File: config.mk
export PLATFORM = sky130hd
export DESIGN_NAME = ajb_ctrl
export DESIGN_NICKNAME = d
export VERILOG_FILES = /design/src/design/adaptive_jitter_buffer_defines.svh /design/src/design/ajb_pkg.sv /design/src/design/ajb_ctrl.sv
export SDC_FILE = /design/constraint.sdc
export NUM_CORES = 1
export LEC_CHECK = 0
export BUFFER_PORTS_ARGS = -buffer_cell sky130_fd_sc_hd__buf_2
export CAP_MARGIN = 10
export CELL_PAD_IN_SITES_DETAIL_PLACEMENT = 1
export CELL_PAD_IN_SITES_GLOBAL_PLACEMENT = 1
export CORE_MARGIN = 1
export CORE_UTILIZATION = 33
export CTS_BUF_LIST = sky130_fd_sc_hd__clkbuf_16
export CTS_CLUSTER_DIAMETER = 60
export DETAILED_ROUTE_END_ITERATION = 10
export PLACE_DENSITY_LB_ADDON = 0.12
export SLEW_MARGIN = 10
export SYNTH_ARGS = -nofsm -noshare
export SYNTH_HDL_FRONTEND = slang
export SYNTH_SLANG_ARGS = --single-unit
File: constraint.sdc
create_clock -name aclk -period 2 [get_ports aclk]
set_clock_uncertainty 0.2 [all_clocks]
set_input_delay 0.1 -clock aclk [delete_from_list [all_inputs] [get_ports aclk]]
set_output_delay 0.1 -clock aclk [all_outputs]
set_load 0.02 [all_outputs]
File: src/design/adaptive_jitter_buffer_defines.svh
// assertion macros for the adaptive jitter buffer
// no dependencies; included by the modules that carry assertions
`ifndef ADAPTIVE_JITTER_BUFFER_DEFINES_SVH
`define ADAPTIVE_JITTER_BUFFER_DEFINES_SVH
`ifndef SYNTHESIS
`define AJB_ASSERT(lbl, prop, msg) \
    lbl: assert property (@(posedge aclk) disable iff (!aresetn) prop) else $error(msg);
`define AJB_ASSERT_ALWAYS(lbl, prop, msg) \
    lbl: assert property (@(posedge aclk) prop) else $error(msg);
`else
`define AJB_ASSERT(lbl, prop, msg)
`define AJB_ASSERT_ALWAYS(lbl, prop, msg)
`endif
`endif

File: src/design/ajb_pkg.sv
// shared constants, codes and types for the adaptive jitter buffer
// no dependencies
`timescale 1ns / 1ps
package ajb_pkg;
    localparam int DEPTH = 64;
    localparam int IDX_W = $clog2(DEPTH);
    localparam int OCC_W = $clog2(DEPTH + 1);
    localparam int SEQ_W = 16;
    localparam int TS_W = 32;
    localparam int HND_W = 16;
    localparam int LEN_W = 12;
    localparam int TIME_W = 47;
    localparam int DUE_W = 48;
    localparam int MS_W = 10;
    localparam int CNT_W = 32;
    localparam int CFG_IDX_W = 2;
    localparam int ENTRY_W = SEQ_W + TS_W + HND_W + LEN_W;

    localparam logic [1:0] CMD_INSERT = 2'd0;
    localparam logic [1:0] CMD_TICK = 2'd1;
    localparam logic [1:0] CMD_FLUSH = 2'd2;

    localparam logic [CFG_IDX_W-1:0] REG_FRAME = 2'd0;
    localparam logic [CFG_IDX_W-1:0] REG_MIN_TARGET = 2'd1;
    localparam logic [CFG_IDX_W-1:0] REG_MAX_TARGET = 2'd2;

    localparam logic [2:0] RES_INSERTED = 3'd0;
    localparam logic [2:0] RES_EMPTY = 3'd1;
    localparam logic [2:0] RES_LATE = 3'd2;
    localparam logic [2:0] RES_NOT_DUE = 3'd3;
    localparam logic [2:0] RES_PLAYED = 3'd4;
    localparam logic [2:0] RES_CONCEALED = 3'd5;

    localparam logic [MS_W-1:0] FRAME_DEFAULT = 10'd20;
    localparam logic [MS_W-1:0] MIN_TARGET_RESET = 10'd60;
    localparam logic [MS_W-1:0] MAX_TARGET_RESET = 10'd180;
    localparam logic [15:0] EWMA_KEEP = 16'd62259;
    localparam logic [11:0] EWMA_GAIN = 12'd3277;

    typedef enum logic [3:0] {
        OP_NONE,
        OP_LATCH,
        OP_EMPTY,
        OP_DROP,
        OP_FLUSH,
        OP_J1,
        OP_J2,
        OP_J3,
        OP_J4,
        OP_J5,
        OP_SCAN,
        OP_INS_COMMIT,
        OP_PLAY_READ,
        OP_PLAY_COMMIT,
        OP_CONCEAL,
        OP_LOAD_OUT
    } ajb_op_t;

    typedef struct packed {
        logic is_insert;
        logic is_tick;
        logic is_flush;
        logic len_zero;
        logic late;
        logic due;
        logic scan_done;
        logic hit;
    } ajb_flags_t;
endpackage

File: src/design/ajb_ctrl.sv
// controller state machine sequencing decode, jitter update, table scan and result
// depends on ajb_pkg
`timescale 1ns / 1ps
module ajb_ctrl (
    input  logic               aclk,
    input  logic               aresetn,
    input  logic               s_valid,
    output logic               s_ready,
    output logic               m_valid,
    input  logic               m_ready,
    input  ajb_pkg::ajb_flags_t flags,
    output ajb_pkg::ajb_op_t   op
);
    import ajb_pkg::*;

    typedef enum logic [3:0] {
        S_IDLE, S_DECODE, S_J1, S_J2, S_J3, S_J4, S_J5,
        S_SCAN, S_INS, S_PLAY_SEL, S_PLAY_FIN, S_DONE
    } state_t;

    state_t state_reg, state_next;
    logic   m_valid_reg, m_valid_next;

    assign s_ready = (state_reg == S_IDLE);
    assign m_valid = m_valid_reg;

    always_comb begin
        state_next = state_reg;
        op = OP_NONE;
        m_valid_next = m_valid_reg;
        if (m_valid_reg && m_ready) begin
            m_valid_next = 1'b0;
        end
        case (state_reg)
            S_IDLE: begin
                if (s_valid) begin
                    op = OP_LATCH;
                    state_next = S_DECODE;
                end
            end
            S_DECODE: begin
                state_next = S_DONE;
                if (flags.is_insert) begin
                    if (flags.len_zero) begin
                        op = OP_EMPTY;
                    end else if (flags.late) begin
                        op = OP_DROP;
                    end else begin
                        state_next = S_J1;
                    end
                end else if (flags.is_tick) begin
                    if (flags.due) begin
                        state_next = S_SCAN;
                    end
                end else if (flags.is_flush) begin
                    op = OP_FLUSH;
                end
            end
            S_J1: begin
                op = OP_J1;
                state_next = S_J2;
            end
            S_J2: begin
                op = OP_J2;
                state_next = S_J3;
            end
            S_J3: begin
                op = OP_J3;
                state_next = S_J4;
            end
            S_J4: begin
                op = OP_J4;
                state_next = S_J5;
            end
            S_J5: begin
                op = OP_J5;
                state_next = S_SCAN;
            end
            S_SCAN: begin
                op = OP_SCAN;
                if (flags.scan_done) begin
                    state_next = flags.is_insert ? S_INS : S_PLAY_SEL;
                end
            end
            S_INS: begin
                op = OP_INS_COMMIT;
                state_next = S_DONE;
            end
            S_PLAY_SEL: begin
                if (flags.hit) begin
                    op = OP_PLAY_READ;
                    state_next = S_PLAY_FIN;
                end else begin
                    op = OP_CONCEAL;
                    state_next = S_DONE;
                end
            end
            S_PLAY_FIN: begin
                op = OP_PLAY_COMMIT;
                state_next = S_DONE;
            end
            S_DONE: begin
                if (!m_valid_reg || m_ready) begin
                    op = OP_LOAD_OUT;
                    m_valid_next = 1'b1;
                    state_next = S_IDLE;
                end
            end
            default: begin
                state_next = S_IDLE;
            end
        endcase
    end

    always_ff @(posedge aclk) begin
        if (!aresetn) begin
            state_reg <= S_IDLE;
            m_valid_reg <= 1'b0;
        end else begin
            state_reg <= state_next;
            m_valid_reg <= m_valid_next;
        end
    end
endmodule

==> flow_summary.rst <==
.. list-table::
   :header-rows: 1

   * - Metric
     - Value
   * - Antenna violations before repair
     - 0
   * - Internal portion of total power
     - 579 uW
   * - Leak pwr
     - 0.000293 uW
   * - Number of warnings reported in the yosys synthesis log
     - 0
   * - Setup TNS
     - 0 ns
   * - RSZ-0062 raised after global routing
     - false
   * - Ratio of final minimum period to clock period
     - 94.4%
   * - Relative slew slack
     - 73.1%
   * - Logic pwr share
     - 49.1%
   * - RR Startpoint
     - state_reg[3]$_SDFFE_PN0P_
   * - Run status
     - complete, no violations
   * - Final number of max-transition violations
     - 0
   * - Worst-Skew Late Latency
     - 0.23 ns
   * - # diodes
     - 0
   * - Net Switching
     - 383 uW
   * - Iteration-0 DRC Markers
     - 5
   * - I/O Buffers
     - 17
   * - Part of the total power dissipated in sequential elements
     - 17.4%
   * - Drt wl/cell
     - 14.2 um
   * - Type of element capturing the critical path
     - output pin
   * - Number of setup violations in the final report
     - 0
   * - Register-to-register path setup slack
     - 0.39 ns
   * - Number of ports placed on the die boundary
     - 18
   * - Combined global-route utilization of all metal layers
     - 17.9%
   * - Wire length of the first global-routing pass
     - 2450 um
   * - Initial Util
     - 35.5%
   * - Die H
     - 42.5 um
   * - HPWL Detailed
     - 1070 um
   * - Worst path required time
     - 1.70 ns
   * - Routability congestion estimate from global placement
     - 0.776
   * - Hold worst-path end
     - m_valid$_SDFF_PN0_
   * - Fin nets
     - 101
   * - Data arrival, critical path
     - 1.59 ns
   * - Post-synth cell types
     - 30
   * - Site row count
     - 14
   * - Hold path cells
     - 4
   * - Worst flop-to-flop path endpoint
     - state_reg[0]$_SDFFE_PN0P_
   * - Worst-case setup slack after placement
     - 0.281 ns
   * - Detailed-route via count
     - 582
   * - Vias per Instance
     - 5.60
   * - Worst Setup Slack, final
     - 0.112 ns
   * - Clock sink count
     - 5
   * - Syn nets
     - 82
   * - Start point of the worst min-delay path
     - m_ready
   * - Global-route congestion overflow total
     - 0
   * - CTS tree
     - built
   * - Root buf cell
     - sky130_fd_sc_hd__clkbuf_16
   * - Type of the worst setup path
     - flip-flop to output pin
   * - Cell Pwr Density
     - 1360 nW/um^2
   * - Die Area
     - 1800 sq um
   * - Sequential fraction of the synthesis area
     - 18.5%
   * - Total clock buffers created by CTS
     - 3
   * - Part of the power in the clock network
     - 33.5%
   * - Switching share of power
     - 39.8%
   * - Most frequent cells in the layout
     - sky130_fd_sc_hd__buf_2, sky130_fd_sc_hd__nor2_1, sky130_fd_sc_hd__a21oi_1
   * - Number of global-route vias before repair
     - 558
   * - Initial DRT Pass Iterations
     - 4
   * - Area of the core region
     - 1520 sq um
   * - Post-synth EDFFs
     - 0
   * - Share of cells above drive strength 1
     - 34.1%
   * - Maximum number of pins on one net before global-route repair
     - 20
   * - Post-route DRC violation count
     - 0
   * - Path class of the lowest-slack min-delay path
     - input pin to flip-flop
   * - Ys flop type
     - sky130_fd_sc_hd__dfxtp_1
   * - Avg Cell Area, Syn
     - 7.72 sq um
   * - Max rail drop VDD
     - 0.000570 V
   * - Kind of launch point of the worst setup path
     - flip-flop
   * - Max clock buf depth
     - 2
   * - Largest register FFs
     - 4
   * - Gate count after technology mapping
     - 70
   * - Minimum clock period
     - 1.89 ns
   * - Least-Margin Pin Slew
     - 0.403 ns
   * - Residual antenna-violating net count after detailed routing
     - 0
   * - Final hold vios
     - 0
   * - Post-synth ARST share
     - 0%
   * - Critical path peak fanout
     - 13
   * - Upper clock frequency limit
     - 530 MHz
   * - Total length of routed wires
     - 1480 um
   * - Number of max-capacitance violations reported
     - 0
   * - Seq cells post-synth
     - 5
   * - Most frequent standard cell in the layout excluding fill and tap cells
     - sky130_fd_sc_hd__buf_2
   * - Post-CTS clock slew at the launch and capture registers of the worst setup and hold paths
     - 0.03 ns
   * - Post-CTS Setup Bufs
     - 0
   * - Area added between synthesis and finish
     - 31.0%
   * - Netlist area before placement
     - 541 sq um
   * - H-tree depth
     - 1
   * - Floorplan die width
     - 42.5 um
   * - Worst reg-to-reg path cell count
     - 4
## layer usage
| metal | GRT usage (%) | vias up | part of all wire, % |
|---|---|---|---|
| met3 | 5.17 | 0 | 2.9 |
| met2 | 28.0 | 8 | 49 |
| met5 | 0 | - | 0 |
| met1 | 24.5 | 277 | 48 |
| met4 | 3.75 | 0 | 0 |
| li1 | - | 297 | - |
## Yosys cell counts, types with 2 or more instances
master	instances	share of area [%]
sky130_fd_sc_hd__buf_2	4	3.7
sky130_fd_sc_hd__a21oi_1	8	7.4
sky130_fd_sc_hd__nor2_1	8	5.6
sky130_fd_sc_hd__nor3_1	3	2.8
sky130_fd_sc_hd__nand2_1	6	4.2
sky130_fd_sc_hd__a221oi_1	2	3.2
sky130_fd_sc_hd__o21ai_0	5	4.6
sky130_fd_sc_hd__buf_6	2	4.2
sky130_fd_sc_hd__nor3b_1	2	2.8
sky130_fd_sc_hd__dfxtp_1	5	19
sky130_fd_sc_hd__o211ai_1	2	2.8
sky130_fd_sc_hd__a211oi_1	2	2.8
sky130_fd_sc_hd__nor2b_1	4	4.6
## power groups by stage
| stage | Combinational, uW | Clock (uW) | Sequential [uW] |
|---|---|---|---|
| detailed placement | 469 | 0 | 169 |
| global route | 518 | 334 | 172 |
| CTS | 477 | 326 | 168 |
| finish | 472 | 322 | 167 |
| global placement | 471 | 0 | 168 |
| floorplan | 400 | 0 | 138 |
## cell type report
cell class | count | area (sq um)
Fill cell | 200 | 816
Multi-Input combinational cell | 57 | 388
Timing Repair Buffer | 21 | 118
Sequential cell | 5 | 100
Clock buffer | 3 | 75.1
Tap cell | 16 | 20.0
Clock inverter | 1 | 3.75
Inverter | 1 | 3.75
## kinds of logic (layout without fill, tap and decap cells)
family                 after synthesis  after routing  share of synthesized area (%)
and+or+nand+nor                     32             32                           36.8
AOI/OAI and AO/OA                   24             24                           32.6
buffers and inverters                8             26                           9.95
DFF                                  5              5                           18.5
muxes                                1              1                           2.08
## per-stage QoR
stage	util, %	hold WS (ns)	power [uW]	cells	cell area, sq um
floorplan	-	0.0282	538	70	541
finish	46.5	0.0852	962	104	708
CTS	46.4	0.0815	971	104	707
global placement	40.6	0.208	639	99	618
global route	46.5	0.138	1020	104	708
detailed placement	40.6	0.212	638	99	618
## worst max path at each step
stage                         startpoint  endpoint  slack [ns]  cells past startpoint
3_5_place_dp   state_reg[0]$_SDFFE_PN0P_     op[2]        0.28                      5
6_report       state_reg[0]$_SDFFE_PN0P_     op[2]        0.11                      5
5_1_grt        state_reg[0]$_SDFFE_PN0P_     op[2]       0.005                      5
4_1_cts        state_reg[0]$_SDFFE_PN0P_     op[2]        0.03                      5
2_1_floorplan  state_reg[1]$_SDFFE_PN0P_     op[2]        0.35                      5
3_3_place_gp   state_reg[0]$_SDFFE_PN0P_     op[2]        0.29                      5
## critical path, cell delays in order, from the launching register on
cell                       delay, ns
sky130_fd_sc_hd__dfxtp_1        0.54
sky130_fd_sc_hd__and2_2         0.33
sky130_fd_sc_hd__a21oi_1        0.09
sky130_fd_sc_hd__nor2b_1        0.17
sky130_fd_sc_hd__a221oi_1       0.06
sky130_fd_sc_hd__buf_2          0.17
## timing repair
item,4_1_cts,5_1_grt
endpoints found under the setup margin,0,2
hold endpoints to repair,3,0
gates resized for setup,0,1
hold buffers,1,0
Power figures use the tool's default switching activity.
